--- src/design/vfuf_pkg.sv ---
// Package with the shared types and constants of the video frame fragmenter.
`timescale 1ns / 1ps
package vfuf_pkg;

  localparam logic [15:0] HDR_LEN     = 16'd24;
  localparam logic [15:0] MTU_FLOOR   = 16'd256;
  localparam logic [15:0] MTU_RESET   = 16'd1400;
  localparam logic [7:0]  HDR_VERSION = 8'd1;
  localparam logic [4:0]  HDR_LAST    = 5'd23;

  localparam logic [7:0] MAGIC_0 = 8'h48;  // 'H'
  localparam logic [7:0] MAGIC_1 = 8'h54;  // 'T'
  localparam logic [7:0] MAGIC_2 = 8'h56;  // 'V'
  localparam logic [7:0] MAGIC_3 = 8'h46;  // 'F'

  typedef enum logic [2:0] {
    ST_IDLE,
    ST_DIV,
    ST_EVAL,
    ST_HDR,
    ST_PAY
  } state_t;

  typedef struct packed {
    logic        start;
    logic [31:0] dividend;
    logic [15:0] divisor;
  } div_req_t;

  typedef struct packed {
    logic        done;
    logic [31:0] quotient;
    logic        rem_nz;
  } div_rsp_t;

endpackage

--- src/design/vfuf_if.sv ---
// Handshake interfaces for the configuration, frame byte and packet byte channels.
`timescale 1ns / 1ps
interface vfuf_cfg_if;
  logic        valid;
  logic        ready;
  logic [15:0] mtu;
  modport source (output valid, output mtu, input ready);
  modport sink (input valid, input mtu, output ready);
endinterface

interface vfuf_frame_if;
  logic        valid;
  logic        ready;
  logic [7:0]  frame_byte;
  logic [31:0] frame_bytes;
  modport source (output valid, output frame_byte, output frame_bytes, input ready);
  modport sink (input valid, input frame_byte, input frame_bytes, output ready);
endinterface

interface vfuf_packet_if;
  logic       valid;
  logic       ready;
  logic [7:0] packet_byte;
  logic       packet_end;
  modport source (output valid, output packet_byte, output packet_end, input ready);
  modport sink (input valid, input packet_byte, input packet_end, output ready);
endinterface

--- src/design/vfuf_divider.sv ---
// Radix-2 restoring divider, one quotient bit per cycle, for the fragment count.
`timescale 1ns / 1ps
module vfuf_divider
  import vfuf_pkg::*;
(
  input  logic     clk,
  input  logic     rst,
  input  div_req_t req,
  output div_rsp_t rsp
);

  logic        busy;
  logic [4:0]  cnt;
  logic [31:0] quo;
  logic [15:0] rem;
  logic [15:0] dsr;
  logic        done;

  logic [16:0] shifted;
  logic        ge;

  assign shifted = {rem, quo[31]};
  assign ge      = shifted >= {1'b0, dsr};

  always_ff @(posedge clk) begin
    if (rst) begin
      busy <= 1'b0;
      done <= 1'b0;
      cnt  <= '0;
    end else begin
      done <= 1'b0;
      if (req.start) begin
        busy <= 1'b1;
        cnt  <= '0;
      end else if (busy) begin
        cnt <= cnt + 5'd1;
        if (cnt == 5'd31) begin
          busy <= 1'b0;
          done <= 1'b1;
        end
      end
    end
  end

  always_ff @(posedge clk) begin
    if (req.start) begin
      quo <= req.dividend;
      dsr <= req.divisor;
      rem <= '0;
    end else if (busy) begin
      // The remainder stays below the 16-bit divisor, so the low bits suffice.
      rem <= ge ? 16'(shifted - {1'b0, dsr}) : shifted[15:0];
      quo <= {quo[30:0], ge};
    end
  end

  assign rsp.done     = done;
  assign rsp.quotient = quo;
  assign rsp.rem_nz   = rem != 16'd0;

endmodule

--- src/design/video_frame_udp_fragmenter_core.sv ---
// Top level of the video frame fragmenter: sequencer, frame state and output register.
`timescale 1ns / 1ps
// The block cuts an encoded video frame into datagram fragments. Frame bytes come
// in on frame_in, one per transaction, each carrying the total frame size, which
// is read at the frame's first byte. Fragments leave on packet_out as a byte
// stream: a 24-byte big-endian header, then up to max(mtu, 256) - 24 payload
// bytes, with packet_end set on the last byte of each fragment. The cfg channel
// writes the mtu register; it is always ready, and a new value applies from the
// next frame's first byte.
// The block handles one frame byte at a time and drops frame_in.ready while it
// works on it. A plain payload byte passes from the idle state to the payload
// state. A byte that opens a later fragment passes the header state first, which
// sends the 24 header bytes. The first byte of a frame runs the serial divider
// for the fragment count: the divide and evaluate states come before its 24 header
// bytes and the payload byte. Bytes past a wrapped fragment count and bytes of a
// zero-size frame are taken with no output. A one-byte output register sits
// between the sequencer and packet_out; when the receiver stalls it holds its
// transaction and the sequencer waits. Reset (rst, synchronous) sets mtu to 1400,
// clears the frame id and all frame state and empties the output register.
module video_frame_udp_fragmenter_core
  import vfuf_pkg::*;
(
  input  logic                 clk,
  input  logic                 rst,
  vfuf_cfg_if.sink             cfg,
  vfuf_frame_if.sink           frame_in,
  vfuf_packet_if.source        packet_out
);

  state_t state, state_next;

  logic [15:0] mtu;
  logic [31:0] frame_counter;
  logic [31:0] frame_offset;
  logic [31:0] frame_total;
  logic [15:0] fragment_index;
  logic [15:0] fragment_total;
  logic [15:0] fragment_fill;
  logic [15:0] payload_limit;

  logic [7:0]  cur_byte;
  logic [15:0] psize;
  logic        last_flag;
  logic [4:0]  hcnt;

  logic        ob_valid;
  logic [7:0]  ob_byte;
  logic        ob_end;

  div_req_t div_req;
  div_rsp_t div_rsp;

  logic        in_acc;
  logic        ob_free;
  logic        start_byte;
  logic [15:0] mtu_eff;
  logic [15:0] limit_calc;
  logic [31:0] remaining;
  logic        silent;
  logic [15:0] psize_calc;
  logic        last_calc;
  logic        need_hdr;
  logic [31:0] offset_inc;
  logic [31:0] offset_adv;

  logic        in_ready;
  logic        div_start;
  logic        decide;
  logic        hdr_load;
  logic        pay_load;

  // Header byte at position idx of the 24-byte header, most significant first.
  function automatic logic [7:0] hdr_byte(
    input logic [4:0]  idx,
    input logic [31:0] id,
    input logic [15:0] frag_idx,
    input logic [15:0] frag_tot,
    input logic [31:0] total,
    input logic [15:0] size
  );
    logic [7:0] b;
    case (idx)
      5'd0:    b = MAGIC_0;
      5'd1:    b = MAGIC_1;
      5'd2:    b = MAGIC_2;
      5'd3:    b = MAGIC_3;
      5'd4:    b = HDR_VERSION;
      5'd5:    b = 8'd0;
      5'd6:    b = HDR_LEN[15:8];
      5'd7:    b = HDR_LEN[7:0];
      5'd8:    b = id[31:24];
      5'd9:    b = id[23:16];
      5'd10:   b = id[15:8];
      5'd11:   b = id[7:0];
      5'd12:   b = frag_idx[15:8];
      5'd13:   b = frag_idx[7:0];
      5'd14:   b = frag_tot[15:8];
      5'd15:   b = frag_tot[7:0];
      5'd16:   b = total[31:24];
      5'd17:   b = total[23:16];
      5'd18:   b = total[15:8];
      5'd19:   b = total[7:0];
      5'd20:   b = size[15:8];
      5'd21:   b = size[7:0];
      default: b = 8'd0;
    endcase
    return b;
  endfunction

  assign in_acc     = frame_in.valid && in_ready;
  assign ob_free    = !ob_valid || packet_out.ready;
  assign start_byte = frame_offset == 32'd0;

  assign mtu_eff    = (mtu < MTU_FLOOR) ? MTU_FLOOR : mtu;
  assign limit_calc = mtu_eff - HDR_LEN;

  // Per-byte decision, made from the registered frame state.
  assign remaining  = frame_total - frame_offset;
  assign silent     = fragment_index == fragment_total;
  assign psize_calc = (remaining < {16'd0, payload_limit}) ? remaining[15:0] : payload_limit;
  assign last_calc  = (({1'b0, fragment_fill} + 17'd1) >= {1'b0, payload_limit})
                      || (remaining == 32'd1);
  assign need_hdr   = fragment_fill == 16'd0;
  assign offset_inc = frame_offset + 32'd1;
  assign offset_adv = (offset_inc == frame_total) ? 32'd0 : offset_inc;

  vfuf_divider u_div (
    .clk (clk),
    .rst (rst),
    .req (div_req),
    .rsp (div_rsp)
  );

  assign div_req.start    = div_start;
  assign div_req.dividend = frame_in.frame_bytes;
  assign div_req.divisor  = limit_calc;

  always_comb begin
    state_next = state;
    case (state)
      ST_IDLE: begin
        if (in_acc) begin
          if (start_byte) begin
            if (frame_in.frame_bytes != 32'd0) state_next = ST_DIV;
          end else if (!silent) begin
            state_next = need_hdr ? ST_HDR : ST_PAY;
          end
        end
      end
      ST_DIV: begin
        if (div_rsp.done) state_next = ST_EVAL;
      end
      ST_EVAL: begin
        if (silent) state_next = ST_IDLE;
        else        state_next = need_hdr ? ST_HDR : ST_PAY;
      end
      ST_HDR: begin
        if (ob_free && hcnt == HDR_LAST) state_next = ST_PAY;
      end
      ST_PAY: begin
        if (ob_free) state_next = ST_IDLE;
      end
      default: state_next = ST_IDLE;
    endcase
  end

  always_comb begin
    in_ready  = state == ST_IDLE;
    div_start = (state == ST_IDLE) && in_acc && start_byte
                && (frame_in.frame_bytes != 32'd0);
    decide    = ((state == ST_IDLE) && in_acc && !start_byte) || (state == ST_EVAL);
    hdr_load  = (state == ST_HDR) && ob_free;
    pay_load  = (state == ST_PAY) && ob_free;
  end

  always_ff @(posedge clk) begin
    if (rst) state <= ST_IDLE;
    else     state <= state_next;
  end

  always_ff @(posedge clk) begin
    if (rst) begin
      mtu            <= MTU_RESET;
      frame_counter  <= '0;
      frame_offset   <= '0;
      frame_total    <= '0;
      fragment_index <= '0;
      fragment_total <= '0;
      fragment_fill  <= '0;
      payload_limit  <= '0;
    end else begin
      if (cfg.valid) mtu <= cfg.mtu;
      if (div_start) begin
        frame_total    <= frame_in.frame_bytes;
        payload_limit  <= limit_calc;
        frame_counter  <= frame_counter + 32'd1;
        fragment_index <= '0;
        fragment_fill  <= '0;
      end
      if (state == ST_DIV && div_rsp.done) begin
        fragment_total <= 16'(div_rsp.quotient[15:0] + {15'd0, div_rsp.rem_nz});
      end
      // Bytes past a wrapped fragment count only advance the offset.
      if (decide && silent) frame_offset <= offset_adv;
      if (pay_load) begin
        frame_offset <= offset_adv;
        if (last_flag) begin
          fragment_fill  <= '0;
          fragment_index <= fragment_index + 16'd1;
        end else begin
          fragment_fill <= fragment_fill + 16'd1;
        end
      end
    end
  end

  always_ff @(posedge clk) begin
    if (in_acc) cur_byte <= frame_in.frame_byte;
    if (decide) begin
      psize     <= psize_calc;
      last_flag <= last_calc;
      hcnt      <= '0;
    end else if (hdr_load) begin
      hcnt <= hcnt + 5'd1;
    end
  end

  always_ff @(posedge clk) begin
    if (rst) begin
      ob_valid <= 1'b0;
    end else if (hdr_load || pay_load) begin
      ob_valid <= 1'b1;
    end else if (packet_out.ready) begin
      ob_valid <= 1'b0;
    end
  end

  always_ff @(posedge clk) begin
    if (hdr_load) begin
      ob_byte <= hdr_byte(hcnt, frame_counter, fragment_index, fragment_total,
                          frame_total, psize);
      ob_end  <= 1'b0;
    end else if (pay_load) begin
      ob_byte <= cur_byte;
      ob_end  <= last_flag;
    end
  end

  assign cfg.ready              = 1'b1;
  assign frame_in.ready         = in_ready;
  assign packet_out.valid       = ob_valid;
  assign packet_out.packet_byte = ob_byte;
  assign packet_out.packet_end  = ob_end;

endmodule

--- src/flat_wrapper.sv ---
// flat-port wrapper written by rule: the top's interface ports become plain ports
module video_frame_udp_fragmenter_core_flat import vfuf_pkg::*;
  (clk, rst, cfg_valid, cfg_mtu, cfg_ready, frame_in_valid, frame_in_frame_byte, frame_in_frame_bytes, frame_in_ready, packet_out_valid, packet_out_packet_byte, packet_out_packet_end, packet_out_ready);
  vfuf_cfg_if cfg_i ();
  vfuf_frame_if frame_in_i ();
  vfuf_packet_if packet_out_i ();
  input  logic clk;
  input  logic rst;
  input wire logic [$bits(cfg_i.valid)-1:0] cfg_valid;
  input wire logic [$bits(cfg_i.mtu)-1:0] cfg_mtu;
  output wire logic [$bits(cfg_i.ready)-1:0] cfg_ready;
  input wire logic [$bits(frame_in_i.valid)-1:0] frame_in_valid;
  input wire logic [$bits(frame_in_i.frame_byte)-1:0] frame_in_frame_byte;
  input wire logic [$bits(frame_in_i.frame_bytes)-1:0] frame_in_frame_bytes;
  output wire logic [$bits(frame_in_i.ready)-1:0] frame_in_ready;
  output wire logic [$bits(packet_out_i.valid)-1:0] packet_out_valid;
  output wire logic [$bits(packet_out_i.packet_byte)-1:0] packet_out_packet_byte;
  output wire logic [$bits(packet_out_i.packet_end)-1:0] packet_out_packet_end;
  input wire logic [$bits(packet_out_i.ready)-1:0] packet_out_ready;
  assign cfg_i.valid = cfg_valid;
  assign cfg_i.mtu = cfg_mtu;
  assign cfg_ready = cfg_i.ready;
  assign frame_in_i.valid = frame_in_valid;
  assign frame_in_i.frame_byte = frame_in_frame_byte;
  assign frame_in_i.frame_bytes = frame_in_frame_bytes;
  assign frame_in_ready = frame_in_i.ready;
  assign packet_out_valid = packet_out_i.valid;
  assign packet_out_packet_byte = packet_out_i.packet_byte;
  assign packet_out_packet_end = packet_out_i.packet_end;
  assign packet_out_i.ready = packet_out_ready;
  video_frame_udp_fragmenter_core u_core (.clk(clk), .rst(rst), .cfg(cfg_i), .frame_in(frame_in_i), .packet_out(packet_out_i));
endmodule
--- config.mk ---
export PLATFORM = sky130hd
export DESIGN_NAME = video_frame_udp_fragmenter_core_flat
export DESIGN_NICKNAME = d
export VERILOG_FILES = /design/src/design/vfuf_pkg.sv /design/src/design/vfuf_if.sv /design/src/design/vfuf_divider.sv /design/src/design/video_frame_udp_fragmenter_core.sv /design/src/flat_wrapper.sv
export SDC_FILE = /design/constraint.sdc
export NUM_CORES = 1
export LEC_CHECK = 0
export BUFFER_PORTS_ARGS = -buffer_cell sky130_fd_sc_hd__buf_2
export CAP_MARGIN = 20
export CORE_UTILIZATION = 46
export DETAILED_ROUTE_END_ITERATION = 12
export GPL_TIMING_DRIVEN = 0
export MAX_ROUTING_LAYER = met4
export PLACE_DENSITY_LB_ADDON = 0.25
export SKIP_CTS_REPAIR_TIMING = 1
export SLEW_MARGIN = 20
export SYNTH_ARGS = -nofsm -noshare
export SYNTH_HDL_FRONTEND = slang
export SYNTH_SLANG_ARGS = --single-unit
--- constraint.sdc ---
create_clock -name clk -period 11.43 [get_ports clk]
set_input_delay 2.8575 -clock clk [delete_from_list [all_inputs] [get_ports clk]]
set_output_delay 2.8575 -clock clk [all_outputs]
set_load 0.03 [all_outputs]
==> results.tsv, run 1 <==
metric	value	unit
detailed-router iteration count before antenna repair	5	
worst endpoint required time	11.91	ns
CTS tree	done	
vias	16400	
layout cell share with drive strength beyond 1	7.46	%
Max Clk Rate	188	MHz
DRC Markers	0	
Via density	5.89	
Arrival @ worst endpoint	5.80	ns
number of global-route vias before repair	15400	
Inserted Diodes	0	
Final WS setup	6.11	ns
synthesized instance count	2142	
Horiz. Die Dim	199	µm
num ports	73	
Slew Limit Fails	0	
Hold Path Sink	u_core.packet_out.packet_end$_SDFFE_PP0P_	
synthesized net count	2299	
post-synth design cell area	17800	µm²
DP Wirelength	44300	µm
PD cells	247	nW/µm²
syn avg cell area	8.31	µm²
RSZ-0062 raised after global routing	no	
Hold Path Class	reg2reg	
Core Area	37800	µm²
clock root cell	clkbuf_16	
reg-to-reg startpoint	u_core.frame_offset[10]$_SDFFE_PP0P_	
worst slew pin tran	1.21	ns
MaxCap Viol Count	0	
Final Hold Viols	0	
die area	39500	µm²
Main synth FF type	dfxtp_1	
Seq/Total Area, Yosys	37.2	%
nets	2409	
max incr delay on CP	0.58	ns
# fillers	3666	
status	completed	
Routed WL	57700	µm
IO buf count	70	
R2R Setup Slk	6.83	ns
clk sinks	290	
endpoint type of the worst setup path	flip-flop	
Finished Cell Area	20000	µm²
Crit Path Max Fanout	10	
Worst-Skew Late Latency	0.56	ns
EDFF count, synth	81	
Slowest-stage cell, CP	nor2_1	
Finished Core Util	52.8	%
initial DRC count	1432	
Reg clk slew, reported paths	0.06	ns
TritonCTS Buffers	34	
first-pass GRT wire length	88900	µm
antenna violations before repair	0	
Setup WS pre-CTS	5.61	ns
Worst slew margin	18.7	%
Vert. Die Dim	199	µm
WS Path Type	in2reg	
FFs w/ async S/R, synth	0	%
setup violation total in the final timing report	0	
leak pwr	7.92	nW
Initial Util	47.0	%
Yosys cell types	83	
Syn. warnings	0	
GP Congestion	1.01	
post-route ant nets	0	
r2r endpoint	u_core.psize[8]$_DFFE_PN_	
clk buf depth	3	
Worst Clk Skew	0.0184	ns
P&R area growth vs syn	12.3	%
crit path launch type	primary input	
dpl cell area	18800	µm²
worst path cell trace	buf_2 -> nor4_1 -> nand4_1 -> nor2_1 -> nor4_2 -> buf_2 -> nor2_1 -> clkbuf_1 -> o21ai_0 -> a21oi_1	
hold_sp	u_core.packet_out.packet_end$_SDFFE_PP0P_	
# rows	71	
Synth Register Bits	290	
min Tclk post-route	5.32	ns
total track usage	30.2	%
CTS H-Tree Depth	2	
FF-to-FF path depth	16	
grt total ovfl	0	
largest net degree at the start of global routing	33	
Worst Hold Path Cells	2	
DR WL/cell	20.7	µm
setup tns final	0	ns
maximum VDD drop	0.126	mV
final worst-path cycle share	46.6	%
-- cell families after synthesis --
logic type                 after synthesis  synth area share [%]
and+or+nand+nor                        862                  22.9
other                                    1                0.0211
buffers and inverters                  201                  4.41
DFF                                    290                  37.2
muxes                                   45                  2.84
adders and majority gates               96                  6.83
AOI/OAI and AO/OA                      469                  17.1
xor gates and xnor gates               178                  8.76
-- cell type report --
class,instances,area [µm²],area share (%)
inverter,98,368,1.84
buffer,103,418,2.09
timing repair buffer,74,379,1.90
multi-input combinational,1651,10400,52.1
tap,511,639,3.20
clock buffer,47,993,4.97
clock inverter,15,154,0.770
sequential,290,6620,33.1
-- worst max-delay path: cells and delay by family --
kind	cells	cell delay [ns]
buf+inv	3	0.78
simple gates	5	1.83
compound gates	2	0.31
-- how the worst max path moves through the flow --
stage | startpoint | to | slack, ns
after floorplan | frame_in_valid | u_core.fragment_fill[11]$_SDFFE_PP0P_ | 5.59
after global placement | frame_in_valid | u_core.fragment_fill[11]$_SDFFE_PP0P_ | 4.11
after detailed placement | frame_in_valid | u_core.frame_offset[29]$_SDFFE_PP0P_ | 5.61
after CTS | frame_in_valid | u_core.frame_offset[27]$_SDFFE_PP0P_ | 6.14
after global routing | frame_in_frame_bytes[17] | u_core.fragment_fill[11]$_SDFFE_PP0P_ | 5.98
final | frame_in_frame_bytes[17] | u_core.fragment_fill[11]$_SDFFE_PP0P_ | 6.11
-- metrics by stage --
stage,instances,power (mW),hold slack [ns]
after detailed placement,2727,3.78,0.458
after global routing,2789,5.26,0.504
after floorplan,2142,3.11,0.441
final,2789,4.93,0.462
after CTS,2789,4.91,0.466
after global placement,2723,3.72,0.444
-- synth_stat cells, types with 6 or more instances --
master,count,area share (%)
buf_1,7,0.15
dfxtp_1,209,24
o31ai_1,6,0.25
nand2b_1,14,0.49
xnor2_1,94,4.6
edfxtp_1,81,14
buf_2,6,0.17
nand4_1,55,1.9
a211oi_1,42,1.8
and3_1,43,1.5
o211ai_1,9,0.38
a222oi_1,7,0.39
or3_1,22,0.77
a22oi_1,28,1.2
o21ai_1,12,0.34
nor2b_1,14,0.49
mux2_4,9,0.76
mux2i_1,28,1.6
mux2_1,6,0.38
nor3_1,42,1.2
nand3_1,53,1.5
and2_1,15,0.53
and4_1,10,0.49
a21o_1,28,1.2
clkbuf_1,87,1.8
xor2_1,84,4.1
o21ai_0,80,2.2
ha_1,94,6.6
a211o_1,10,0.49
inv_1,97,2.0
a31oi_1,10,0.35
nor4_1,40,1.4
a221oi_1,11,0.54
nand3b_1,13,0.55
or4_1,6,0.25
nand2_1,293,6.2
o21a_1,9,0.38
a21oi_1,158,4.4
nor2_1,223,4.7
-- layer usage --
| metal | track usage, % | wire [µm] | up-vias |
|---|---|---|---|
| met2 | 49.4 | 27200 | 512 |
| met1 | 37.9 | 25300 | 7933 |
| met3 | 5.04 | 3430 | 110 |
| met4 | 9.94 | 1750 | 0 |
| met5 | - | 0 | - |
| li1 | - | - | 7872 |
-- flip-flops by register name (all words and copies together) (netlist names), 3 cells and up --
register	cells
u_core.payload_limit	16
u_core.fragment_total	16
u_core.fragment_fill	16
u_core.psize	16
u_core.u_div.rem	16
u_core.fragment_index	16
u_core.frame_offset	32
u_core.u_div.cnt	5
u_core.hcnt	5
u_core.mtu	16
u_core.frame_counter	32
u_core.u_div.quo	32
u_core.u_div.dsr	16
u_core.packet_out.packet_byte	8
u_core.cur_byte	8
u_core.frame_total	32
u_core.state	3
-- power breakdown --
| group | leakage [nW] | internal, mW | total, mW | switching [mW] |
|---|---|---|---|---|
| clock | 0.566 | 0.660 | 1.13 | 0.466 |
| sequential | 2.48 | 1.33 | 1.55 | 0.217 |
| combinational | 4.88 | 0.853 | 2.26 | 1.41 |
| total | 7.92 | 2.84 | 4.93 | 2.09 |
-- cells in the final DEF (no fill, tap or decap), types with 15 or more instances in the layout --
| cell | count |
|---|---|
| nand2_1 | 293 |
| nor2_1 | 223 |
| dfxtp_1 | 209 |
| a21oi_1 | 158 |
| inv_1 | 97 |
| clkbuf_1 | 94 |
| xnor2_1 | 94 |
| ha_1 | 94 |
| xor2_1 | 84 |
| edfxtp_1 | 81 |
| o21ai_0 | 80 |
| buf_2 | 78 |
| nand4_1 | 55 |
| nand3_1 | 53 |
| and3_1 | 43 |
| a211oi_1 | 42 |
| nor3_1 | 41 |
| nor4_1 | 38 |
| clkbuf_16 | 37 |
| a21o_1 | 28 |
| mux2i_1 | 28 |
| a22oi_1 | 28 |
| or3_1 | 22 |
| and2_1 | 15 |
Note: power is estimated with default switching activity, not from simulation.
==> run 2: changes to the inputs <==
--- a/config.mk
+++ b/config.mk
@@ -5,6 +5,7 @@
 export SDC_FILE = /design/constraint.sdc
 export NUM_CORES = 1
 export LEC_CHECK = 0
+export ABC_AREA = 1
 export BUFFER_PORTS_ARGS = -buffer_cell sky130_fd_sc_hd__buf_2
 export CAP_MARGIN = 20
 export CORE_UTILIZATION = 46
==> constraint.sdc (replaced) <==
create_clock -name clk -period 5.3 [get_ports clk]
set_input_delay 1.325 -clock clk [delete_from_list [all_inputs] [get_ports clk]]
set_output_delay 1.325 -clock clk [all_outputs]
set_load 0.03 [all_outputs]
==> run 2 against run 1 <==
Effect of this change:
- register-to-register slack got worse by 5.8 ns
- clock power increased by 120%
- worst setup slack got worse by 5.1 ns
- critical path depth grew 10
- cell count is 29% higher
- sequential power rose by 74%
- synthesized cell count up 37%
- synthesized area is 9.5% higher
- global-route usage rose by 0.89 points
- largest power group is now sequential cells
==> results.tsv, run 2 <==
metric	value	unit	change
Max Clk Rate	233	MHz	
largest net degree at the start of global routing	34		was 33
Synth top cells by count	nand2_1, inv_1, nor2_1		was nand2_1, nor2_1, dfxtp_1
Worst Hold Path Cells	2		unchanged
Buf/Inv on CP	3		unchanged
switching pwr	3.00	mW	was 2.09 mW
clock root cell	clkbuf_16		unchanged
syn avg cell area	6.66	µm²	was 8.31 µm²
area leader, netlist	dfxtp_1		unchanged
FF-to-FF path depth	20		was 16
Arrival @ worst endpoint	4.68	ns	was 5.80 ns
Syn. warnings	0		unchanged
worst endpoint required time	5.69	ns	was 11.91 ns
commonest non-fill, non-tap cells in the layout	nand2_1, inv_1, nor2_1		was nand2_1, nor2_1, dfxtp_1
maximum VDD drop	0.190	mV	was 0.126 mV
detailed-router iteration count before antenna repair	6		was 5
leading post-synthesis cells by cell area	dfxtp_1, nand2_1, edfxtp_1		was dfxtp_1, edfxtp_1, ha_1
Routed WL	65900	µm	was 57,700 µm
min Tclk post-route	4.29	ns	
antenna violations before repair	1		was 0
GP Congestion	1.02		was 1.01
MaxCap Viol Count	0		unchanged
Final WS setup	1.01	ns	was 6.11 ns
Initial Util	46.6	%	was 47.0%
crit path from	u_core.frame_offset[2]$_SDFFE_PP0P_		was frame_in_frame_bytes[17]
top cell type's share of synthesized area	21.5	%	was 23.5%
Hold Path Sink	u_core.u_div.cnt[4]$_SDFFE_PP0P_		was u_core.packet_out.packet_end$_SDFFE_PP0P_
IO buf count	71		was 70
Synth Register Bits	290		unchanged
endpoint type of the worst setup path	flip-flop		unchanged
clk sinks	290		unchanged
Finished Cell Area	21700	µm²	was 20,000 µm²
synthesized net count	3081		was 2,299
TritonCTS Buffers	34		unchanged
CTS tree	done		unchanged
Main synth FF type	dfxtp_1		unchanged
Seq/Total Area, Yosys	34.0	%	was 37.2%
worst slew pin tran	0.901	ns	was 1.21 ns
WS Path Type	reg2reg		was in2reg
post-synth design cell area	19500	µm²	was 17,800 µm²
die area	43200	µm²	was 39,500 µm²
FFs w/ async S/R, synth	0	%	unchanged
post-route ant nets	0		unchanged
Hold Path Class	reg2reg		unchanged
final worst-path cycle share	80.9	%	
top-count cell post-synth	nand2_1		unchanged
Layout Cells excl Fill	3598		was 2,789
status	completed		unchanged
DP Cell Count	3535		was 2,727
DP Wirelength	53400	µm	was 44,300 µm
most used cell, CP	nand2_1		
switching portion of total power	38.6	%	was 42.4%
leak pwr	9.60	nW	was 7.92 nW
CTS H-Tree Depth	2		unchanged
Int Pwr	4.78	mW	was 2.84 mW
EDFF count, synth	81		unchanged
Flop pwr share	34.8	%	was 31.4%
Worst slew margin	39.9	%	was 18.7%
commonest non-fill, non-tap cell in the layout	nand2_1		unchanged
max incr delay on CP	0.43	ns	was 0.58 ns
clock power share	31.6	%	was 22.8%
Vert. Die Dim	208	µm	was 199 µm
Via density	5.48		was 5.89
synthesized instance count	2924		was 2,142
layout cell share with drive strength beyond 1	6.38	%	was 7.46%
family with the most delay on the worst path	simple AND/OR/NAND/NOR gates		unchanged
Horiz. Die Dim	208	µm	was 199 µm
Core Area	41900	µm²	was 37,800 µm²
PD cells	359	nW/µm²	was 247 nW/µm²
R2R Setup Slk	1.01	ns	was 6.83 ns
# fillers	4187		was 3,666
nets	3189		was 2,409
Reg clk slew, reported paths	0.06	ns	about the same
first-pass GRT wire length	102000	µm	was 88,900 µm
Yosys cell types	57		was 83
total track usage	31.1	%	was 30.2%
Setup WS pre-CTS	1.16	ns	was 5.61 ns
DRC Markers	0		unchanged
clk buf depth	3		unchanged
dpl cell area	20500	µm²	was 18,800 µm²
Worst Clk Skew	0.0374	ns	was 0.0184 ns
r2r endpoint	u_core.psize[9]$_DFFE_PN_		was u_core.psize[8]$_DFFE_PN_
Slowest-stage cell, CP	dfxtp_1		was nor2_1
Slew Limit Fails	0		unchanged
Comb pwr share	33.6	%	was 45.8%
Worst-Skew Late Latency	0.58	ns	was 0.56 ns
hold_sp	u_core.u_div.cnt[4]$_SDFFE_PP0P_		was u_core.packet_out.packet_end$_SDFFE_PP0P_
Crit Path Max Fanout	10		unchanged
crit path launch type	flip-flop		was primary input
grt total ovfl	0		unchanged
# rows	75		was 71
vias	19700		was 16,400
num ports	73		unchanged
setup violation total in the final timing report	0		unchanged
Final Hold Viols	0		unchanged
DR WL/cell	18.3	µm	was 20.7 µm
P&R area growth vs syn	11.3	%	was 12.3%
setup tns final	0	ns	unchanged
RSZ-0062 raised after global routing	no		unchanged
reg-to-reg startpoint	u_core.frame_offset[2]$_SDFFE_PP0P_		was u_core.frame_offset[10]$_SDFFE_PP0P_
worst path cell trace	inv_1 -> ha_1 -> nand2_1 -> nand2_1 -> inv_1 -> nand2_2 -> nand2_1 -> nand2_2 -> nand2_1 -> nand2_1 -> xor2_1 -> ha_1 -> nand2_1 -> nor2_1 -> a211oi_1 -> o221ai_1 -> a21oi_2 -> clkbuf_1 -> nand4_1 -> nand2_1		was buf_2 -> nor4_1 -> nand4_1 -> nor2_1 -> nor4_2 -> buf_2 -> nor2_1 -> clkbuf_1 -> o21ai_0 -> a21oi_1
initial DRC count	1751		was 1,432
number of global-route vias before repair	18600		was 15,400
==> run 2: changes by cell type after synthesis, moves of 46 or more <==
cell      delta
clkbuf_1    -47
o22ai_1     +59
o21ai_0     +46
inv_1      +312
nand2_1    +630
xnor2_1     -65
nand3_1     +79
==> run 2: stage by stage <==
step | total power, mW | hold WS, ns | utilization [%]
2_1_floorplan | 4.55 | 0.429 | -
3_3_place_gp | 5.24 | 0.449 | 49.0
3_5_place_dp | 5.32 | 0.448 | 49.1
4_1_cts | 7.75 | 0.472 | 51.8
5_1_grt | 8.20 | 0.502 | 51.8
6_report | 7.78 | 0.472 | 51.8
==> run 2: kinds of logic after synthesis <==
| logic type | after synthesis | share of synthesized area [%] |
|---|---|---|
| and+or+nand+nor | 1513 | 32.4 |
| DFF | 290 | 34.0 |
| adders and majority gates | 96 | 6.24 |
| AOI/OAI and AO/OA | 434 | 12.8 |
| other | 1 | 0.0192 |
| xor gates and xnor gates | 110 | 5.09 |
| buffers and inverters | 480 | 9.57 |
==> run 2: layer usage <==
layer | routed length [µm] | global-route usage [%]
met4 | 2500 | 13.0
met3 | 4400 | 2.89
met1 | 28300 | 39.5
met2 | 30800 | 50.8
met5 | 0 | -
==> run 2: worst max path at each step <==
stage | endpoint | slack (ns) | cells past startpoint
2_1_floorplan | u_core.psize[10]$_DFFE_PN_ | 2.09 | 21
3_3_place_gp | u_core.psize[9]$_DFFE_PN_ | 1.23 | 20
3_5_place_dp | u_core.psize[9]$_DFFE_PN_ | 1.16 | 20
4_1_cts | u_core.psize[9]$_DFFE_PN_ | 1.15 | 20
5_1_grt | u_core.psize[9]$_DFFE_PN_ | 0.72 | 20
6_report | u_core.psize[9]$_DFFE_PN_ | 1.01 | 20
==> run 2: power by group through the flow <==
| stage | combinational [mW] | clock [mW] | sequential [mW] |
|---|---|---|---|
| 3_5_place_dp | 2.58 | 0 | 2.74 |
| 2_1_floorplan | 1.85 | 0 | 2.69 |
| 3_3_place_gp | 2.50 | 0 | 2.74 |
| 5_1_grt | 2.93 | 2.56 | 2.72 |
| 6_report | 2.62 | 2.46 | 2.70 |
| 4_1_cts | 2.59 | 2.47 | 2.69 |
==> run 2: final cells by class <==
| type | instances | area [µm²] | area share, % |
|---|---|---|---|
| clock buffers | 43 | 915 | 4.22 |
| repair buffers | 72 | 370 | 1.71 |
| diodes | 1 | 2.50 | 0.0115 |
| clock inverters | 19 | 231 | 1.07 |
| well taps | 539 | 674 | 3.11 |
| plain buffers | 64 | 304 | 1.40 |
| multi-input cells | 2154 | 11000 | 50.8 |
| flip-flops and latches | 290 | 6620 | 30.5 |
| inverters | 416 | 1560 | 7.20 |
==> run 2: tightest hold or removal path, delay by kind of cell, from the launching register on <==
kind	cells	cell delay (ns)
compound gates	1	0.05
flops	1	0.31
simple gates	1	0.06
==> run 3: changes to the inputs <==
==> constraint.sdc (replaced) <==
create_clock -name clk -period 3.5 [get_ports clk]
set_input_delay 0.875 -clock clk [delete_from_list [all_inputs] [get_ports clk]]
set_output_delay 0.875 -clock clk [all_outputs]
set_load 0.03 [all_outputs]
==> run 3 against run 2 <==
Effect of this change:
- final area rose by 2.5%
- register-to-register slack worse by 0.93 ns
- utilization up 1.3 points
- clock-buffer cell count unchanged
- die area unchanged
- worst setup slack worse by 0.93 ns
- via count increased by 0.73%
- highest routed layer unchanged
==> results.tsv, run 3 (synthesized netlist as in run 2, its figures left out) <==
metric	value	unit	change
# rows	75		unchanged
Flop pwr share	33.6	%	was 34.8%
area of the multi-input gates	11300	µm²	was 11,000 µm²
# fillers	4121		was 4,187
commonest non-fill, non-tap cells in the layout	nand2_1, inv_1, nor2_1		unchanged
Initial Util	46.6	%	unchanged
commonest non-fill, non-tap cell in the layout	nand2_1		unchanged
Max Clk Rate	293	MHz	was 233 MHz
Power, Total	12.3	mW	was 7.78 mW
Horiz. Die Dim	208	µm	unchanged
layout cell share with drive strength beyond 1	9.55	%	was 6.38%
Hold Path Class	reg2reg		unchanged
most used cell, CP	nand2_1		unchanged
antenna violations before repair	1		unchanged
CTS H-Tree Depth	2		unchanged
TritonCTS Buffers	34		unchanged
grt total ovfl	0		unchanged
Comb pwr share	36.0	%	was 33.6%
maximum VDD drop	0.285	mV	was 0.190 mV
clock root cell	clkbuf_16		unchanged
Core Area	41900	µm²	unchanged
total track usage	31.1	%	unchanged
Via density	5.48		about the same
family with the most delay on the worst path	simple AND/OR/NAND/NOR gates		unchanged
vias	19900		was 19,700
CTS tree	done		unchanged
min Tclk post-route	3.42	ns	was 4.29 ns
initial DRC count	1688		was 1,751
Arrival @ worst endpoint	3.71	ns	was 4.68 ns
Buf/Inv on CP	4		was 3
worst endpoint required time	3.79	ns	was 5.69 ns
Routed WL	66400	µm	was 65,900 µm
DP Wirelength	53400	µm	unchanged
clk sinks	290		unchanged
worst slew pin tran	0.883	ns	was 0.901 ns
final worst-path cycle share	97.6	%	was 80.9%
num ports	73		unchanged
clk buf depth	3		unchanged
Reg clk slew, reported paths	0.06	ns	about the same
GP Congestion	1.02		unchanged
nets	3211		was 3,189
max incr delay on CP	0.45	ns	was 0.43 ns
Slowest-stage cell, CP	dfxtp_1		unchanged
IO buf count	71		unchanged
detailed-router iteration count before antenna repair	6		unchanged
Slew Limit Fails	0		unchanged
Final Hold Viols	0		unchanged
P&R area growth vs syn	14.0	%	was 11.3%
Worst-Skew Late Latency	0.57	ns	was 0.58 ns
Int Pwr	7.55	mW	was 4.78 mW
register area	6650	µm²	was 6620 µm²
leak pwr	9.76	nW	was 9.60 nW
WS Path Type	reg2reg		unchanged
post-route ant nets	0		unchanged
switching pwr	4.71	mW	was 3.00 mW
DR WL/cell	18.3	µm	about the same
DRC Markers	0		unchanged
Finished Core Util	53.1	%	was 51.8%
clock power share	30.4	%	was 31.6%
Finished Cell Area	22200	µm²	was 21,700 µm²
first-pass GRT wire length	102000	µm	unchanged
Vert. Die Dim	208	µm	unchanged
status	completed		unchanged
die area	43200	µm²	unchanged
switching portion of total power	38.4	%	was 38.6%
setup violation total in the final timing report	0		unchanged
worst path cell trace	ha_2 -> nand2_2 -> inv_1 -> nand2_1 -> nand2_1 -> nand2_1 -> nand2_1 -> inv_1 -> nand2_2 -> xnor2_2 -> inv_1 -> ha_1 -> a21oi_1 -> o221ai_2 -> a21oi_4 -> nand3_4 -> buf_6 -> nand2_1 -> nand2_2		was inv_1 -> ha_1 -> nand2_1 -> nand2_1 -> inv_1 -> nand2_2 -> nand2_1 -> nand2_2 -> nand2_1 -> nand2_1 -> xor2_1 -> ha_1 -> nand2_1 -> nor2_1 -> a211oi_1 -> o221ai_1 -> a21oi_2 -> clkbuf_1 -> nand4_1 -> nand2_1
number of global-route vias before repair	18600		unchanged
crit path launch type	flip-flop		unchanged
largest net degree at the start of global routing	34		unchanged
endpoint type of the worst setup path	flip-flop		unchanged
setup tns final	0	ns	unchanged
MaxCap Viol Count	0		unchanged
dpl cell area	20500	µm²	unchanged
Worst slew margin	41.1	%	was 39.9%
Crit Path Max Fanout	5		was 10
PD cells	551	nW/µm²	was 359 nW/µm²
Worst Clk Skew	0.0314	ns	was 0.0374 ns
## run 3: changes by cell type in the layout (fill, tap and decap cells not counted), moves of 12 or more
cell	change
buf_4	+22
dfxtp_1	-17
dfxtp_2	+12
ha_1	-14
nand2_1	-14
nand2_2	+13
## run 3: stage by stage
stage | cells | hold WS [ns] | setup WS, ns
CTS | 3597 | 0.472 | -0.655
detailed placement | 3535 | 0.448 | -0.641
global placement | 3534 | 0.449 | -0.568
floorplan | 2924 | 0.429 | 0.290
global route | 3620 | 0.486 | -0.0593
finish | 3620 | 0.473 | 0.0839
## run 3: final timing paths
path	depth (start not counted)	start	end	slack (ns)
worst max-delay path	19	u_core.frame_total[9]$_SDFFE_PP0P_	u_core.psize[9]$_DFFE_PN_	0.08
worst min-delay path	2	u_core.u_div.cnt[4]$_SDFFE_PP0P_	u_core.u_div.cnt[4]$_SDFFE_PP0P_	0.47
worst max register to register	19	u_core.frame_total[9]$_SDFFE_PP0P_	u_core.psize[9]$_DFFE_PN_	0.08
worst min register to register	2	u_core.u_div.cnt[4]$_SDFFE_PP0P_	u_core.u_div.cnt[4]$_SDFFE_PP0P_	0.47
## run 3: metal layers
layer	track usage, %	part of all wire, %	up-vias
li1	-	-	9793
met1	39.5	43	9231
met2	50.8	47	685
met3	2.89	6.3	142
met4	13.0	4.2	0
met5	-	0	-
## run 3: cell type report
class,count,area share [%]
Clock inverter,19,1.04
Clock buffer,43,4.12
Tap cell,539,3.03
Buffer,64,1.38
Antenna cell,1,0.0113
Timing Repair Buffer,94,2.40
Sequential cell,290,29.9
Multi-Input combinational cell,2154,51.0
Inverter,416,7.06
## run 3: worst register-to-register path, cell delays in order, from the launching register on
cell,delay [ns]
dfxtp_1,0.45
ha_2,0.36
nand2_2,0.13
inv_1,0.06
nand2_1,0.06
nand2_1,0.08
nand2_1,0.07
nand2_1,0.07
inv_1,0.07
nand2_2,0.09
xnor2_2,0.28
inv_1,0.10
ha_1,0.33
a21oi_1,0.20
o221ai_2,0.15
a21oi_4,0.22
nand3_4,0.13
buf_6,0.16
nand2_1,0.06
nand2_2,0.08
## run 3: power by group through the flow
stage / clock (mW) / sequential, mW / combinational, mW
global placement: 0 / 4.15 / 3.78
detailed placement: 0 / 4.15 / 3.90
CTS: 3.74 / 4.08 / 3.92
floorplan: 0 / 4.08 / 2.81
finish: 3.72 / 4.12 / 4.41
global route: 3.87 / 4.15 / 4.89
